### src/rtl/core/assert_macros.svh
// Assertion helpers shared by the RTL files.
`ifndef ASSERT_MACROS_SVH
`define ASSERT_MACROS_SVH

// Condition that must hold at every clock edge out of reset
`define ASSERT_ALWAYS(label, expr, msg) \
    label: assert property (@(posedge i_clk) disable iff (!i_rst_n) (expr)) \
        else $error(msg);

// Same-cycle implication
`define ASSERT_IMPLIES(label, ante, cons, msg) \
    label: assert property (@(posedge i_clk) disable iff (!i_rst_n) (ante) |-> (cons)) \
        else $error(msg);

`endif

### src/rtl/core/adsr_pkg.sv
package adsr_pkg;

    // Fixed widths
    localparam int LEVEL_W    = 16;
    localparam int COUNT_BITS = 16;
    localparam int FRAC_BITS  = 15;
    localparam int CNT_W      = COUNT_BITS + 1;
    localparam int PROD_W     = LEVEL_W + COUNT_BITS;
    localparam int DIV_STEPS  = LEVEL_W;
    localparam int STEP_W     = $clog2(DIV_STEPS);
    localparam int CFG_IDX_W  = 2;
    localparam int CFG_DATA_W = 16;

    // Level constants, unsigned Q1.15
    localparam logic [LEVEL_W-1:0] ONE_LEVEL  = LEVEL_W'(1) << FRAC_BITS;
    localparam logic [LEVEL_W-1:0] ZERO_LEVEL = '0;

    // Register reset values
    localparam logic [COUNT_BITS-1:0] RST_ATTACK  = COUNT_BITS'(480);
    localparam logic [COUNT_BITS-1:0] RST_DECAY   = COUNT_BITS'(4800);
    localparam logic [LEVEL_W-1:0]    RST_SUSTAIN = LEVEL_W'(16384);
    localparam logic [COUNT_BITS-1:0] RST_RELEASE = COUNT_BITS'(4800);

    typedef enum logic [CFG_IDX_W-1:0] {
        CFG_ATTACK  = 2'd0,
        CFG_DECAY   = 2'd1,
        CFG_SUSTAIN = 2'd2,
        CFG_RELEASE = 2'd3
    } t_cfg_idx;

    typedef enum logic [2:0] {
        PH_OFF     = 3'd0,
        PH_ATTACK  = 3'd1,
        PH_DECAY   = 3'd2,
        PH_SUSTAIN = 3'd3,
        PH_RELEASE = 3'd4
    } t_phase;

    // Configuration register set
    typedef struct packed {
        logic [COUNT_BITS-1:0] attack_len;
        logic [COUNT_BITS-1:0] decay_len;
        logic [LEVEL_W-1:0]    sustain;
        logic [COUNT_BITS-1:0] release_len;
    } t_cfg;

    // Controller to datapath
    typedef struct packed {
        logic load;
        logic mul;
        logic div;
        logic wb;
    } t_cmd;

    // Datapath to controller
    typedef struct packed {
        logic direct;
        logic out_free;
    } t_status;

endpackage

### src/rtl/core/adsr_cfg.sv
module adsr_cfg
    import adsr_pkg::*;
(
    input  logic                  i_clk,
    input  logic                  i_rst_n,
    input  logic                  i_cfg_valid,
    output logic                  o_cfg_ready,
    input  logic [CFG_IDX_W-1:0]  i_cfg_index,
    input  logic [CFG_DATA_W-1:0] i_cfg_data,
    output t_cfg                  o_cfg
);

    t_cfg r_cfg;

    assign o_cfg_ready = 1'b1;
    assign o_cfg       = r_cfg;

    // Register file, one write per transaction
    always_ff @(posedge i_clk) begin
        if (!i_rst_n) begin
            r_cfg.attack_len  <= RST_ATTACK;
            r_cfg.decay_len   <= RST_DECAY;
            r_cfg.sustain     <= RST_SUSTAIN;
            r_cfg.release_len <= RST_RELEASE;
        end else if (i_cfg_valid) begin
            unique case (t_cfg_idx'(i_cfg_index))
                CFG_ATTACK:  r_cfg.attack_len  <= i_cfg_data[COUNT_BITS-1:0];
                CFG_DECAY:   r_cfg.decay_len   <= i_cfg_data[COUNT_BITS-1:0];
                CFG_SUSTAIN: r_cfg.sustain     <= i_cfg_data[LEVEL_W-1:0];
                CFG_RELEASE: r_cfg.release_len <= i_cfg_data[COUNT_BITS-1:0];
                default: ;
            endcase
        end
    end

endmodule

### src/rtl/core/adsr_dp.sv
module adsr_dp
    import adsr_pkg::*;
(
    input  logic               i_clk,
    input  logic               i_rst_n,
    input  t_cfg               i_cfg,
    input  t_cmd               i_cmd,
    output t_status            o_status,
    input  logic               i_gate,
    output logic               o_out_valid,
    input  logic               i_out_ready,
    output logic [LEVEL_W-1:0] o_level
);

    `include "assert_macros.svh"

    // Envelope state
    t_phase                r_phase;
    logic [CNT_W-1:0]      r_count;
    logic [LEVEL_W-1:0]    r_start;
    logic [LEVEL_W-1:0]    r_last;
    logic                  r_gate;

    // Per-sample working registers
    logic [LEVEL_W-1:0]    r_target;
    logic [COUNT_BITS-1:0] r_len;
    logic [LEVEL_W-1:0]    r_mag;
    logic                  r_up;
    logic                  r_ramp;
    logic                  r_direct;
    t_phase                r_next_phase;
    logic [LEVEL_W-1:0]    r_next_start;
    logic [COUNT_BITS-1:0] r_rem;
    logic [LEVEL_W-1:0]    r_lo;

    // Output register
    logic                  r_out_valid;
    logic [LEVEL_W-1:0]    r_level;

    // Load-time decode
    logic                  rise;
    logic                  fall;
    t_phase                eff_phase;
    logic [CNT_W-1:0]      eff_count;
    logic [LEVEL_W-1:0]    eff_start;
    logic [LEVEL_W-1:0]    sus_sat;
    logic [LEVEL_W-1:0]    tgt;
    logic [COUNT_BITS-1:0] len;
    t_phase                nxt_phase;
    logic [LEVEL_W-1:0]    nxt_start;
    logic                  ramp;
    logic                  up;
    logic [LEVEL_W-1:0]    mag;
    logic                  direct;

    // Arithmetic
    logic [PROD_W-1:0]     prod;
    logic [COUNT_BITS:0]   rem_sh;
    logic                  q_bit;
    logic [LEVEL_W-1:0]    v;
    logic [CNT_W-1:0]      count_inc;

    // Edge detect and phase selection for the incoming gate sample
    always_comb begin
        rise      = !r_gate && i_gate;
        fall      = r_gate && !i_gate;
        eff_phase = rise ? PH_ATTACK : (fall ? PH_RELEASE : r_phase);
        eff_count = (rise || fall) ? '0 : r_count;
        eff_start = (rise || fall) ? r_last : r_start;
        sus_sat   = (i_cfg.sustain > ONE_LEVEL) ? ONE_LEVEL : i_cfg.sustain;
        tgt       = ZERO_LEVEL;
        len       = '0;
        nxt_phase = PH_OFF;
        nxt_start = eff_start;
        ramp      = 1'b0;
        unique case (eff_phase)
            PH_ATTACK: begin
                tgt       = ONE_LEVEL;
                len       = i_cfg.attack_len;
                nxt_phase = PH_DECAY;
                nxt_start = ONE_LEVEL;
                ramp      = 1'b1;
            end
            PH_DECAY: begin
                tgt       = sus_sat;
                len       = i_cfg.decay_len;
                nxt_phase = PH_SUSTAIN;
                nxt_start = sus_sat;
                ramp      = 1'b1;
            end
            PH_SUSTAIN: begin
                tgt       = sus_sat;
                nxt_phase = PH_SUSTAIN;
            end
            PH_RELEASE: begin
                tgt       = ZERO_LEVEL;
                len       = i_cfg.release_len;
                nxt_phase = PH_OFF;
                ramp      = 1'b1;
            end
            default: begin
                tgt       = ZERO_LEVEL;
                nxt_phase = PH_OFF;
            end
        endcase
        up     = (tgt >= eff_start);
        mag    = up ? (tgt - eff_start) : (eff_start - tgt);
        direct = !ramp || (len == '0) || (eff_count >= {1'b0, len});
    end

    // Multiply, divide step and write-back value
    always_comb begin
        prod      = PROD_W'(r_mag) * PROD_W'(r_count[COUNT_BITS-1:0]);
        rem_sh    = {r_rem, r_lo[LEVEL_W-1]};
        q_bit     = (rem_sh >= {1'b0, r_len});
        v         = r_direct ? r_target : (r_up ? (r_start + r_lo) : (r_start - r_lo));
        count_inc = r_count + CNT_W'(1);
    end

    // Envelope state and output register
    always_ff @(posedge i_clk) begin
        if (!i_rst_n) begin
            r_phase     <= PH_OFF;
            r_count     <= '0;
            r_start     <= '0;
            r_last      <= '0;
            r_gate      <= 1'b0;
            r_out_valid <= 1'b0;
        end else begin
            if (i_cmd.load) begin
                r_phase <= ramp ? eff_phase : nxt_phase;
                r_count <= eff_count;
                r_start <= eff_start;
                r_gate  <= i_gate;
            end
            if (i_cmd.wb) begin
                r_level     <= v;
                r_out_valid <= 1'b1;
                if (r_ramp) begin
                    r_last <= v;
                    if (count_inc > {1'b0, r_len}) begin
                        r_phase <= r_next_phase;
                        r_count <= '0;
                        r_start <= r_next_start;
                    end else begin
                        r_count <= count_inc;
                    end
                end else if (r_phase == PH_SUSTAIN) begin
                    r_last <= v;
                end
            end else if (r_out_valid && i_out_ready) begin
                r_out_valid <= 1'b0;
            end
        end
    end

    // Working registers: operand capture, product, restoring divider
    always_ff @(posedge i_clk) begin
        if (i_cmd.load) begin
            r_target     <= tgt;
            r_len        <= len;
            r_mag        <= mag;
            r_up         <= up;
            r_ramp       <= ramp;
            r_direct     <= direct;
            r_next_phase <= nxt_phase;
            r_next_start <= nxt_start;
        end
        if (i_cmd.mul) begin
            r_rem <= prod[PROD_W-1:LEVEL_W];
            r_lo  <= prod[LEVEL_W-1:0];
        end
        if (i_cmd.div) begin
            r_rem <= q_bit ? COUNT_BITS'(rem_sh - {1'b0, r_len}) : rem_sh[COUNT_BITS-1:0];
            r_lo  <= {r_lo[LEVEL_W-2:0], q_bit};
        end
    end

    assign o_status.direct   = r_direct;
    assign o_status.out_free = !r_out_valid || i_out_ready;
    assign o_out_valid       = r_out_valid;
    assign o_level           = r_level;

    `ASSERT_IMPLIES(a_level_range, r_out_valid, r_level <= ONE_LEVEL, "level above 1.0")
    `ASSERT_IMPLIES(a_step_bounded, i_cmd.wb && !r_direct, r_lo <= r_mag,
        "ramp step exceeds ramp span")
    `ASSERT_IMPLIES(a_wb_slot_free, i_cmd.wb, !r_out_valid || i_out_ready,
        "result overwrites an untaken level")

endmodule

### src/rtl/core/adsr_ctrl.sv
module adsr_ctrl
    import adsr_pkg::*;
(
    input  logic    i_clk,
    input  logic    i_rst_n,
    input  logic    i_in_valid,
    output logic    o_in_ready,
    input  t_status i_status,
    output t_cmd    o_cmd
);

    `include "assert_macros.svh"

    typedef enum logic [1:0] {
        S_IDLE,
        S_MUL,
        S_DIV,
        S_WB
    } t_state;

    t_state            r_state;
    logic [STEP_W-1:0] r_step;

    // Command decode
    always_comb begin
        o_in_ready = (r_state == S_IDLE);
        o_cmd.load = (r_state == S_IDLE) && i_in_valid;
        o_cmd.mul  = (r_state == S_MUL) && !i_status.direct;
        o_cmd.div  = (r_state == S_DIV);
        o_cmd.wb   = (r_state == S_WB) && i_status.out_free;
    end

    // Sequencer
    always_ff @(posedge i_clk) begin
        if (!i_rst_n) begin
            r_state <= S_IDLE;
            r_step  <= '0;
        end else begin
            unique case (r_state)
                S_IDLE: begin
                    if (i_in_valid) begin
                        r_state <= S_MUL;
                    end
                end
                S_MUL: begin
                    r_step  <= '0;
                    r_state <= i_status.direct ? S_WB : S_DIV;
                end
                S_DIV: begin
                    r_step <= r_step + STEP_W'(1);
                    if (r_step == STEP_W'(DIV_STEPS - 1)) begin
                        r_state <= S_WB;
                    end
                end
                S_WB: begin
                    if (i_status.out_free) begin
                        r_state <= S_IDLE;
                    end
                end
                default: r_state <= S_IDLE;
            endcase
        end
    end

    `ASSERT_ALWAYS(a_cmd_onehot, $onehot0({o_cmd.load, o_cmd.mul, o_cmd.div, o_cmd.wb}),
        "more than one datapath command")
    `ASSERT_IMPLIES(a_div_runs, o_cmd.div && (r_step != STEP_W'(DIV_STEPS - 1)),
        ##1 o_cmd.div, "divide sequence cut short")

endmodule

### src/rtl/core/adsr_envelope_generator_unit.sv
// Linear ADSR envelope: one gate sample per transaction in, one unsigned Q1.15 level
// (32768 = 1.0) per transaction out. Rising gate starts attack from the last level,
// falling gate starts release from the last level. A sample whose ramp needs
// interpolation goes through one 16x16 multiply, 16 restoring-divide steps at one
// quotient bit per cycle, and write-back; held, off, and ramp-end samples skip the
// multiply and divide. The next sample is taken once write-back is done and the
// sequencer is idle again, so one sample is processed at a time and the divider
// sets the rate. A finished level sits in an output register, so the next gate
// sample is accepted while it waits; write-back of the following level stalls until
// that register is taken. Configuration writes are taken any cycle and must only be
// issued while the unit is idle.
module adsr_envelope_generator_unit
    import adsr_pkg::*;
(
    input  logic                  i_clk,
    input  logic                  i_rst_n,
    input  logic                  i_cfg_valid,
    output logic                  o_cfg_ready,
    input  logic [CFG_IDX_W-1:0]  i_cfg_index,
    input  logic [CFG_DATA_W-1:0] i_cfg_data,
    input  logic                  i_in_valid,
    output logic                  o_in_ready,
    input  logic                  i_gate,
    output logic                  o_out_valid,
    input  logic                  i_out_ready,
    output logic [LEVEL_W-1:0]    o_level
);

    t_cfg    cfg;
    t_cmd    cmd;
    t_status status;

    adsr_cfg u_cfg (
        .i_clk       (i_clk),
        .i_rst_n     (i_rst_n),
        .i_cfg_valid (i_cfg_valid),
        .o_cfg_ready (o_cfg_ready),
        .i_cfg_index (i_cfg_index),
        .i_cfg_data  (i_cfg_data),
        .o_cfg       (cfg)
    );

    adsr_ctrl u_ctrl (
        .i_clk      (i_clk),
        .i_rst_n    (i_rst_n),
        .i_in_valid (i_in_valid),
        .o_in_ready (o_in_ready),
        .i_status   (status),
        .o_cmd      (cmd)
    );

    adsr_dp u_dp (
        .i_clk       (i_clk),
        .i_rst_n     (i_rst_n),
        .i_cfg       (cfg),
        .i_cmd       (cmd),
        .o_status    (status),
        .i_gate      (i_gate),
        .o_out_valid (o_out_valid),
        .i_out_ready (i_out_ready),
        .o_level     (o_level)
    );

endmodule

### config.mk
export PLATFORM = sky130hd
export DESIGN_NAME = adsr_envelope_generator_unit
export DESIGN_NICKNAME = d
export VERILOG_FILES = /design/src/rtl/core/adsr_pkg.sv /design/src/rtl/core/adsr_cfg.sv /design/src/rtl/core/adsr_dp.sv /design/src/rtl/core/adsr_ctrl.sv /design/src/rtl/core/adsr_envelope_generator_unit.sv
export VERILOG_INCLUDE_DIRS = /design/src /design/src/rtl/core
export SDC_FILE = /design/constraint.sdc
export NUM_CORES = 1
export LEC_CHECK = 0
export ABC_AREA = 1
export ABC_CLOCK_PERIOD_IN_PS = 7480
export BUFFER_PORTS_ARGS = -buffer_cell sky130_fd_sc_hd__buf_2
export CAP_MARGIN = 30
export CORE_ASPECT_RATIO = 0.9
export CORE_UTILIZATION = 50
export CTS_CLUSTER_SIZE = 28
export DETAILED_ROUTE_END_ITERATION = 7
export PLACE_DENSITY = 0.66
export SLEW_MARGIN = 20
export SYNTH_ARGS = -nofsm -noshare
export SYNTH_HDL_FRONTEND = slang
export SYNTH_SLANG_ARGS = --single-unit
### constraint.sdc
create_clock -name i_clk -period 7.48 [get_ports i_clk]
set_input_delay 0 -clock i_clk [delete_from_list [all_inputs] [get_ports i_clk]]
set_output_delay 0 -clock i_clk [all_outputs]
set_load 0.01 [all_outputs]
### Word-level counts from Yosys, hierarchy flattened

Cells that the tools add are included.

| storage, ports and cells | value |
|---|---|
| register bits | 242 |
| input port bits | 24 |
| output and inout port bits | 19 |
| word-level logic and storage cells | 123 |

| operators by class | value |
|---|---|
| $add $sub $neg | 7 |
| $mul | 1 |
| order comparisons | 5 |
| equality and inequality tests | 15 |
| mux-type cells | 41 |
| reduce and logical (&&, ||, !) cells | 31 |

Operator list:

| cell | number |
|---|---|
| 2-to-1 mux 16 bit | 16 |
| 2-to-1 mux 17 bit | 5 |
| one-hot mux 16 bit (2 select lines) | 2 |
| subtractor 16 bit | 4 |
| one-hot mux 16 bit (3 select lines) | 1 |
| greater-or-equal comparator 17 x 16 -> 1 bit | 2 |
| multiplier 16 x 16 -> 32 bit | 1 |
| 2-to-1 mux 3 bit | 7 |
| adder 17 x 1 -> 17 bit (second input constant) | 1 |
| > comparator 17 x 16 -> 1 bit | 1 |
| adder 16 bit | 1 |
| greater-or-equal comparator 16 bit | 1 |
| > comparator 16 bit (second input constant) | 1 |
| logical NOT 16 bit | 1 |
| AND reduction 2 bit | 6 |
| == test 3 x 2 -> 1 bit (second input constant) | 3 |
| == test 2 bit (second input constant) | 4 |
| one-hot mux 2 bit (4 select lines) | 1 |
| one-hot mux 4 bit (2 select lines) | 1 |
| nonzero test 2 bit | 4 |
| logical AND 1 bit | 6 |
| 2-to-1 mux 2 bit | 3 |
| logical NOT 1 bit | 5 |
| adder 4 x 1 -> 4 bit (second input constant) | 1 |
| 13 further kinds | 22 |

### Longest topological paths before layout

Gate-level depths: netlist (run 1).

| logic depth | value |
|---|---|
| word-level depth | 12 |
| depth in mapped cells | 29 |
| depth with buffers taken out | 27 |

### Hierarchy

From an unflattened synthesis (run 1), not the netlist that was laid out.

| second synthesis, totals | value |
|---|---|
| cells, all modules | 3239 |
| area total of the unflattened synthesis | 23859.1 um^2 |

By module, submodules not included:

| module | instances | cells each | area each (um^2) | sequential area each (um^2) |
|---|---|---|---|---|
| adsr_dp | 1 | 2792 | 20848.7 | 4594.4 |
| adsr_cfg | 1 | 392 | 2628.8 | 1281.2 |
| adsr_ctrl | 1 | 55 | 381.6 | 120.1 |

### Worst setup path before layout (run 1)

Ideal clock, no wire load.

| timing | value |
|---|---|
| path type | register to register |
| start point | register u_dp.r_count[12] |
| end point | register u_dp.r_rem[9] (data pin) |
| setup time | 0.258 ns |
| arrival | 5.639 ns |
| data required time | 7.222 ns |
| setup slack | 1.583 ns |
| stages on the path, launching flop included | 24 |
| buffers on the path | 2 |
| period minus slack after synthesis | 5.897 ns |
| cell sequence | dfxtp_1 clkbuf_1 clkbuf_1 nand2_1 fa_1 inv_1 fa_1 fa_1 fa_1 fa_1 inv_1 fa_1 inv_1 ha_1 a21oi_1 inv_1 a21oi_1 nor2_1 nor2_1 nand2_1 a21o_1 or2_2 nand3_1 nand2_1 |

| on the way | value |
|---|---|
| word-level cells in the longest chain between the ends | 3 |

Ends and longest elaborated chain:

| what | line | RTL |
|---|---|---|
| start, declared | adsr_dp.sv:19 | `logic [CNT_W-1:0] r_count;` |
| start signal, assigned | adsr_dp.sv:132 | `r_count <= eff_count;` |
| start signal, assigned | adsr_dp.sv:146 | `r_count <= count_inc;` |
| multiplier 16 x 16 -> 32 bit | adsr_dp.sv:113 | `prod = PROD_W'(r_mag) * PROD_W'(r_count[COUNT_BITS-1:0]);` |
| 2-to-1 mux 16 bit | adsr_dp.sv:169 | `if (i_cmd.mul) begin` |
| 2-to-1 mux 16 bit | adsr_dp.sv:173 | `if (i_cmd.div) begin` |
| end signal, assigned | adsr_dp.sv:170 | `r_rem <= prod[PROD_W-1:LEVEL_W];` |
| end signal, assigned | adsr_dp.sv:174 | `r_rem <= q_bit ? COUNT_BITS'(rem_sh - {1'b0, r_len}) : rem_sh[COUNT_BITS-1:0];` |
| end, declared | adsr_dp.sv:33 | `logic [COUNT_BITS-1:0] r_rem;` |

No other way between the ends. The select of a mux whose other input is x is not followed.
A chain may end at the register's enable or synchronous reset.

### Worst setup path after layout (run 1)

| timing | value |
|---|---|
| start point | register u_dp.r_count[8] |
| end point | register u_dp.r_rem[4] (data pin) |

The elaborated chain is that of the path after synthesis.

==> run metrics, run 1 <==
core area=between 40000 and 50000 um^2; Synth area leaders=fa_1 17%, edfxtp_1 15%, ha_1 11%, nand2_1 11%, dfxtp_1 11%; CTS clk-pin slew, worst paths=approximately 70 ps; R2R Setup Slk=between 900 and 1000 ps; post-synth top area share=0.168; Final Skew=roughly 32 ps; worst-skew pair later-pin latency=around 570 ps; io pins=43; Final Util=0.546; final setup violation count=0; synth cell count leaders=690 x nand2_1, 638 x inv_1, 227 x nor2_1; Clock Tree Buf Depth=3; Post-synth ARST share=0; clk root buf=clkbuf_16; vias in the first global route=between 15000 and 20000; CP most frequent cell=fa_1; Initial Util=0.506; R2R depth=18; Max IR drop VDD=between 0.2 and 0.3 mV; CP Launch Type=flip-flop; Critical R2R Capture=u_dp.r_rem[4]; IO Port Bufs=about 40; Global Route Usage Sum=0.282; Cell Chain, Critical Path=nand2_1, fa_1, inv_1, fa_1, fa_1, fa_1, fa_1, inv_1, fa_1, inv_1, ha_1, a21oi_1, a21boi_0, o21bai_1, a21oi_1, nor2_1, o21ai_0, nand2_1; Synth warnings=0; pwr/cell area=about 270 nW/um^2; final RePlAce weighted congestion=between 0.9 and 1; ys flop type=dfxtp_1; fin crit share=0.879; hold path start=i_rst_n; chip width=231 um; sequential share of the synthesized area=0.254; Initial DRC Count=2130; Layout area overhead=7.84%; Hold Crit Class=in2reg; result of the run=completed; syn nets=roughly 3600; Resized Gates After CTS=0; max cap viols=0; max_slew headroom=0.358; FMAX=152 MHz; leading area contributor after synthesis=fa_1; Detailed Routing Iterations Pass 1=6; most frequent cell after synthesis=nand2_1; first-pass GRT wire length=around 110 mm; TNS Setup=0 ps; H-tree depth=1; Arr. time, crit path=between 6000 and 7000 ps; Leak Pwr=0.0133 uW; via count=roughly 20000; syn avg cell area=~7.5 um^2; DRC viols=0; vias per std cell=about 5.4; Hold Vio Cnt, Final=0; ant diodes=0; RSZ-0062 raised after global routing=false; Slew Viols, Final=0; Synth Register Bits=~240; die footprint=roughly 48000 um^2; final WL=66.6 mm; # nets final=between 3000 and 4000; Hold Path Sink=u_dp.r_phase[0]; worst reg2reg path startpoint=u_dp.r_count[8]; largest net degree at the start of global routing=88; DRT antenna net count=0; slowest CP cell=dfxtp_1; Clock Sinks=241; crit path time final=between 6000 and 7000 ps; CP Class=reg2reg; Cell variety after synth=approximately 60; critical path fanouts, max=23; CP Capture Type=flip-flop; Place WS=about 1100 ps; CTS tree=done; Setup WS post-layout=roughly 900 ps; TritonCTS buffer count=26; num rows=75; routed len/inst=17.8 um; HPWL after detailed placement=52.3 mm; critical path buffer and inverter count=3; Req. time, crit path=slightly below 8000 ps; Setup Buffers After CTS=0; Synth Instances=between 3000 and 4000; Die H=a little over 200 um; Top delay family on crit path=adder cells; worst hold path depth=4; Worst-Margin Slew=around 960 ps; GR Overflow Total=0; slowest stage delay, CP=about 920 ps; post-synthesis cell area=23600 um^2; worst hold slack=137 ps; initial antenna violation count=2; ratio of cells with drive above 1 in the final layout=0.0501; EDFF count, synth=approximately 120
==> per-stage QoR <==
| stage | total power [uW] | std cells | instance area (um^2) |
|---|---|---|---|
| floorplan | 4270 | 3125 | 23600 |
| global placement | 5250 | 3671 | 24200 |
| detailed placement | 5290 | 3671 | 24200 |
| CTS | 6700 | 3749 | 25400 |
| global route | 7190 | 3751 | 25400 |
| finish | 6760 | 3751 | 25400 |
==> power breakdown <==
part | switching [uW] | internal, uW | total, uW
registers | 414 | 1830 | 2240
clock network | 582 | 797 | 1380
logic | 2130 | 1000 | 3140
total | 3130 | 3630 | 6760
==> cell families after synthesis <==
group | share of synthesized area
compound gates | 0.120
xor+xnor | 0.0216
fa+ha+maj | 0.278
buf+inv | 0.127
flops | 0.254
mux | 0.00234
other cells | 0.000159
simple gates | 0.196
==> cell usage in the layout (no fill, tap or decap), types with 13 or more instances in the layout <==
master	synthesis	final
buf_4	3	24
edfxtp_1	117	117
fa_1	198	198
clkbuf_16	0	28
o21ai_1	24	24
dfxtp_1	124	124
buf_2	13	41
a21o_1	19	19
nand3_1	94	94
o211ai_1	22	22
nor2_1	227	226
nand2_1	690	690
o21ai_0	193	193
or2_2	31	31
o22ai_1	13	13
dlygate4sd3_1	0	30
nand4_1	18	18
a21oi_1	189	188
ha_1	207	207
inv_1	638	637
xor2_1	48	48
nor3_1	33	33
==> worst register-to-register path: stages, from the launching register on <==
cell      delay [ps]
dfxtp_1          920
nand2_1          180
fa_1             550
inv_1             60
fa_1             520
fa_1             460
fa_1             520
fa_1             550
inv_1             60
fa_1             530
inv_1             40
ha_1             350
a21oi_1          210
a21boi_0         280
o21bai_1          90
a21oi_1          510
nor2_1            70
o21ai_0          300
nand2_1          100
==> layer usage <==
layer  vias to the layer above  GRT usage  routed length, um
met3                        82     0.0292               4360
met1                      9847      0.419              30900
met5                         -          0                  0
met4                         0     0.0537               1260
met2                       729      0.445              30100
li1                       9754          -                  -
==> final cells by class <==
| cell class | count | area [um^2] |
|---|---|---|
| Clock buffer | 31 | 722 |
| Tap cell | 616 | 771 |
| Timing Repair Buffer | 97 | 724 |
| Multi-Input combinational cell | 2103 | 14600 |
| Fill cell | 4499 | 21100 |
| Inverter | 646 | 2420 |
| Sequential cell | 241 | 6000 |
| Clock inverter | 17 | 190 |
==> flip-flops by register name, indices dropped and copies added, names as in the netlist, 16 cells and up <==
register / count
u_dp.o_level: 16
u_dp.r_next_start: 16
u_dp.r_lo: 16
u_dp.r_rem: 16
u_cfg.o_cfg: 64
u_dp.r_last: 16
u_dp.r_count: 17
u_dp.r_len: 16
u_dp.r_mag: 16
u_dp.r_target: 16
u_dp.r_start: 16
==> repair_timing <==
| item | 4_1_cts | 5_1_grt |
|---|---|---|
| setup endpoints to repair | 0 | 0 |
| hold endpoints to repair | 68 | 0 |
| hold buffers | 30 | 0 |
==> worst max path at each step <==
stage                          start              to  cells after the start
floorplan           u_dp.r_count[12]   u_dp.r_rem[9]                     23
global placement    u_dp.r_count[14]   u_dp.r_rem[4]                     18
detailed placement   u_dp.r_count[8]   u_dp.r_rem[4]                     18
CTS                  u_dp.r_count[8]   u_dp.r_rem[4]                     18
global route         u_dp.r_count[8]  u_dp.r_rem[12]                     21
finish               u_dp.r_count[8]   u_dp.r_rem[4]                     18
Note: power is estimated with default switching activity, not from simulation.
==> run 2, diff against run 1 <==
--- a/config.mk
+++ b/config.mk
@@ -7,14 +7,13 @@
 export NUM_CORES = 1
 export LEC_CHECK = 0
 export ABC_AREA = 1
-export ABC_CLOCK_PERIOD_IN_PS = 7480
+export ABC_CLOCK_PERIOD_IN_PS = 6800
 export BUFFER_PORTS_ARGS = -buffer_cell sky130_fd_sc_hd__buf_2
 export CAP_MARGIN = 30
 export CORE_ASPECT_RATIO = 0.9
-export CORE_UTILIZATION = 50
+export CORE_UTILIZATION = 29
 export CTS_CLUSTER_SIZE = 28
 export DETAILED_ROUTE_END_ITERATION = 7
-export PLACE_DENSITY = 0.66
 export SLEW_MARGIN = 20
 export SYNTH_ARGS = -nofsm -noshare
 export SYNTH_HDL_FRONTEND = slang
==> constraint.sdc (replaced) <==
create_clock -name i_clk -period 6.8 [get_ports i_clk]
set_input_delay 0.68 -clock i_clk [delete_from_list [all_inputs] [get_ports i_clk]]
set_output_delay 0.68 -clock i_clk [all_outputs]
set_load 0.01 [all_outputs]
==> run 2 against run 1 <==
Against the previous run: clock power is 17% higher; die area up 72%; flip-flop and latch count stayed put; hold slack better by 230 ps; largest power group unchanged.
==> run metrics, run 2 (synthesis gave the netlist of run 1 again) <==
die footprint=slightly above 80000 um^2; pwr/cell area=between 200 and 300 nW/um^2; Crit. path cell count=20; ratio of cells with drive above 1 in the final layout=0.0619; Leak Pwr=0.0133 uW; Place WS=383 ps; DRT antenna net count=0; combinational share of power=0.464; Detailed Routing Iterations Pass 1=5; CTS tree=done; RSZ-0062 raised after global routing=false; critical path fanouts, max=12; # nets final=3544; Layout area overhead=10.1%; Initial DRC Count=1637; Switching Share=0.460; first-pass GRT wire length=between 100 and 150 mm; TritonCTS buffer count=28; Arr. time, crit path=6770 ps; ant diodes=0; fin crit share=0.946; routed len/inst=about 16 um; Worst-Margin Slew=976 ps; crit path time final=~6400 ps; worst-skew pair later-pin latency=approximately 580 ps; Global Route Usage Sum=0.166; CP Capture Type=flip-flop; vias per std cell=roughly 4.8; Top delay family on crit path=adder cells; DRC viols=0; CTS clk-pin slew, worst paths=around 60 ps; via count=19900; initial antenna violation count=2; design area=25900 um^2; final setup violation count=0; final WL=about 68 mm; H-tree depth=1; register area=6000 um^2; Design Power=7540 uW; IO Port Bufs=41; CP Launch Type=flip-flop; Cell Chain, Critical Path=nand2_1, fa_1, inv_1, fa_1, fa_1, fa_1, fa_1, inv_1, fa_1, inv_1, ha_1, a21oi_1, o21ai_0, a21oi_1, nand3_1, a21o_1, nand2_1, nand3_1, nand3_1, nand2_1; max reg flops=64; max_slew headroom=0.349; slowest CP cell=edfxtp_1; CP Class=reg2reg; Slew Viols, Final=0; final RePlAce weighted congestion=~0.9; chip width=302 um; core area=about 80000 um^2; Die H=about 270 um; fillers=between 8000 and 9000; clk root buf=clkbuf_16; num rows=about 100; GR Overflow Total=0; Placed Area=24900 um^2; vias in the first global route=19300; Initial Util=0.295; Clock Tree Buf Depth=3; critical path buffer and inverter count=3; Clock Sinks=about 240; Hold Vio Cnt, Final=0; CP most frequent cell=fa_1; io pins=43; FMAX=156 MHz; most common cell after layout, fill and taps aside=nand2_1; result of the run=completed; R2R depth=20; max cap viols=0; Psw=approximately 3500 uW; HPWL after detailed placement=between 50 and 60 mm; multi-input logic area=~15000 um^2; Final Skew=about 32 ps; largest net degree at the start of global routing=between 60 and 70; Hold Crit Class=in2reg; Pint=approximately 4100 uW; power share of the clock group=0.213; Setup WS post-layout=about 370 ps; Req. time, crit path=slightly above 7000 ps; commonest non-fill, non-tap cells in the layout=690 x nand2_1, 637 x inv_1, 226 x nor2_1, 207 x ha_1, 198 x fa_1; sequential share of power=0.323; slowest stage delay, CP=830 ps; TNS Setup=0 ps; Max IR drop VDD=approximately 0.28 mV; worst hold path depth=3
[run 2: power groups by stage]
stage	Combinational [uW]	Clock (uW)	Sequential [uW]
6_report	3500	1610	2440
5_1_grt	3910	1690	2470
4_1_cts	3470	1640	2420
3_5_place_dp	3450	0	2440
3_3_place_gp	3460	0	2450
2_1_floorplan	2550	0	2150
[run 2: repair_timing]
item | 4_1_cts | 5_1_grt
resized for setup | 0 | 1
buffers inserted | 0 | 0
endpoints found under the setup margin | 0 | 2
hold buffers | 0 | 0
[run 2: worst paths after layout]
path / startpoint / end / slack (ps)
min: i_cfg_data[12] / u_cfg.o_cfg[44] / 370
max reg2reg: u_dp.r_mag[5] / u_dp.r_rem[12] / 370
max: u_dp.r_mag[5] / u_dp.r_rem[12] / 370
min reg2reg: u_cfg.o_cfg[60] / u_cfg.o_cfg[60] / 450
[run 2: worst register-to-register path: cells and delay by family, from the launching register on]
family                     cells  cell delay, ps
buffers and inverters          3             150
adders and majority gates      7            3560
DFF                            1             830
AOI/OAI and AO/OA              4             900
and+or+nand+nor                6             770
[run 2: layer usage]
| metal | up-vias | wire length [um] | global-route usage |
|---|---|---|---|
| met1 | 9422 | 32500 | 0.248 |
| met4 | 2 | 1660 | 0.0402 |
| met3 | 93 | 4710 | 0.0250 |
| met5 | - | 13 | 0 |
| li1 | 9766 | - | - |
| met2 | 628 | 28600 | 0.248 |
[run 2: stage by stage]
step / utilization / hold slack (ps) / instances
after floorplan: - / 425 / 3125
after global placement: 0.312 / 439 / 4133
after detailed placement: 0.312 / 444 / 4133
after CTS: 0.324 / 353 / 4184
after global routing: 0.324 / 377 / 4186
final: 0.324 / 370 / 4186
[run 2: cell type report]
type                    count  area share
clock buffers              39      0.0326
clock inverters            12     0.00593
inverters                 646      0.0935
multi-input cells        2103       0.562
flip-flops and latches    241       0.231
well taps                1050      0.0507
repair buffers             95      0.0241
==> run 3, diff against run 2 <==
==> constraint.sdc (replaced) <==
create_clock -name i_clk -period 6.8 [get_ports i_clk]
set_input_delay 1.02 -clock i_clk [delete_from_list [all_inputs] [get_ports i_clk]]
set_output_delay 1.02 -clock i_clk [all_outputs]
set_load 0.01 [all_outputs]
==> run 3 against run 2 <==
Against the previous run: sequential share of layout area about the same; sequential power barely moved; flip-flop and latch count unchanged; critical path type unchanged.
==> run metrics, run 3 (synthesis gave the netlist of run 1 again) <==
result of the run=completed; Detailed Routing Iterations Pass 1=5; Layout area overhead=9.88%; commonest non-fill, non-tap cells in the layout=690 x nand2_1, 637 x inv_1, 226 x nor2_1, 207 x ha_1, 198 x fa_1; max cap viols=0; multi-input logic area=about 15000 um^2; # nets final=roughly 3500; slowest CP cell=dfxtp_1; DRC viols=0; initial antenna violation count=2; worst hold slack=about 450 ps; CP Capture Type=flip-flop; first-pass GRT wire length=109 mm; ratio of cells with drive above 1 in the final layout=0.0594; Final Util=0.324; critical path fanouts, max=17; slowest stage delay, CP=890 ps; Max IR drop VDD=roughly 0.21 mV; CP Class=reg2reg; CP endpoint=u_dp.r_rem[4]; Hold Vio Cnt, Final=0; Slew Viols, Final=0; pwr/cell area=290 nW/um^2; IO Port Bufs=slightly above 40; design area=25900 um^2; Die H=approximately 270 um; R2R depth=18; Arr. time, crit path=6790 ps; Global Route Usage Sum=0.167; FMAX=156 MHz; Critical R2R Capture=u_dp.r_rem[4]; Initial Util=0.295; CTS tree=done; final RePlAce weighted congestion=between 0.9 and 1; Resized Gates After CTS=0; via count=between 15000 and 20000; num rows=98; Req. time, crit path=around 7000 ps; GR Overflow Total=0; largest net degree at the start of global routing=between 60 and 70; routed len/inst=approximately 16 um; Setup Buffers After CTS=0; TNS Setup=0 ps; register area=about 6000 um^2; chip width=approximately 300 um; HPWL after detailed placement=roughly 54 mm; most common cell after layout, fill and taps aside=nand2_1; Cell Chain, Critical Path=nand2_1, fa_1, fa_1, inv_1, fa_1, fa_1, fa_1, inv_1, fa_1, inv_1, ha_1, a21oi_1, a21boi_0, o21bai_1, a21oi_1, nor2_1, o21ai_0, nand2_1; Clock Sinks=241; CP Launch Type=flip-flop; Top delay family on crit path=adder cells; Placed Area=between 20000 and 25000 um^2; fillers=about 8700; vias per std cell=between 4 and 5; H-tree depth=1; vias in the first global route=between 15000 and 20000; max_slew headroom=0.395; RSZ-0062 raised after global routing=false; R2R Setup Slk=between 300 and 400 ps; fin crit share=0.945; worst reg2reg path startpoint=u_dp.r_count[14]; Hold Crit Class=reg2reg; ant diodes=0; CP most frequent cell=fa_1; core area=roughly 80000 um^2; Initial DRC Count=around 1400; Worst setup startpoint=u_dp.r_count[14]; die footprint=between 80000 and 90000 um^2; Leak Pwr=around 0.013 uW; crit path time final=around 6400 ps; Crit. path cell count=18; TritonCTS buffer count=28; Final Skew=between 60 and 70 ps; Clock Tree Buf Depth=3; max reg flops=64; clk root buf=clkbuf_16; critical path buffer and inverter count=3; io pins=43; Post-CTS Hold Buffers=0; final WL=between 60 and 70 mm; worst-skew pair later-pin latency=610 ps; DRT antenna net count=0; CTS clk-pin slew, worst paths=around 60 ps; Worst-Margin Slew=roughly 910 ps; final setup violation count=0
[run 3: cell types whose count changed in the layout (fill, tap and decap cells not counted), sizes merged]
| cell | before | now |
|---|---|---|
| buf | 95 | 91 |
| bufinv | 2 | 0 |
| clkbuf | 39 | 46 |
| clkinv | 10 | 5 |
| clkinvlp | 1 | 0 |
| inv | 645 | 646 |
[run 3: power breakdown]
part / switching, uW / internal, uW / leakage [uW]
combinational: 2400 / 1110 / 0.0107
sequential: 418 / 2010 / 0.00214
clock: 653 / 922 / 0.000480
total: 3470 / 4040 / 0.0133
[run 3: worst min-delay path, cell delays in order, from the launching register on]
cell and delay (ps):
dfxtp_1 300, inv_1 60, a21oi_1 50
[run 3: per-layer routing]
layer | vias up | global-route usage | part of all wire
met2 | 584 | 0.250 | 0.43
li1 | 9753 | - | -
met4 | 2 | 0.0446 | 0.027
met5 | - | 0 | 0.00019
met1 | 9468 | 0.247 | 0.48
met3 | 100 | 0.0256 | 0.065
[run 3: worst min-delay path by stage]
stage                     from         endpoint  slack (ps)  depth (start not counted)
6_report       u_cfg.o_cfg[42]  u_cfg.o_cfg[42]         450                          2
5_1_grt        u_cfg.o_cfg[43]  u_cfg.o_cfg[43]         480                          2
4_1_cts        u_cfg.o_cfg[51]  u_cfg.o_cfg[51]         450                          2
3_5_place_dp   u_cfg.o_cfg[60]  u_cfg.o_cfg[60]         440                          2
3_3_place_gp   u_cfg.o_cfg[52]  u_cfg.o_cfg[52]         440                          2
2_1_floorplan  u_cfg.o_cfg[52]  u_cfg.o_cfg[52]         420                          2
[run 3: final cells by class]
class	count	share of cell area
Inverter	646	0.0937
Timing Repair Buffer	91	0.0235
Clock inverter	5	0.00208
Sequential cell	241	0.232
Multi-Input combinational cell	2103	0.563
Clock buffer	46	0.0354
Tap cell	1050	0.0507
[run 3: metrics by stage]
| stage | setup slack [ps] | std cells | power [uW] |
|---|---|---|---|
| 4_1_cts | 432 | 4180 | 7490 |
| 3_3_place_gp | 417 | 4129 | 5910 |
| 3_5_place_dp | 376 | 4129 | 5900 |
| 2_1_floorplan | 903 | 3125 | 4700 |
| 5_1_grt | 2.33 | 4182 | 8040 |
| 6_report | 371 | 4182 | 7520 |
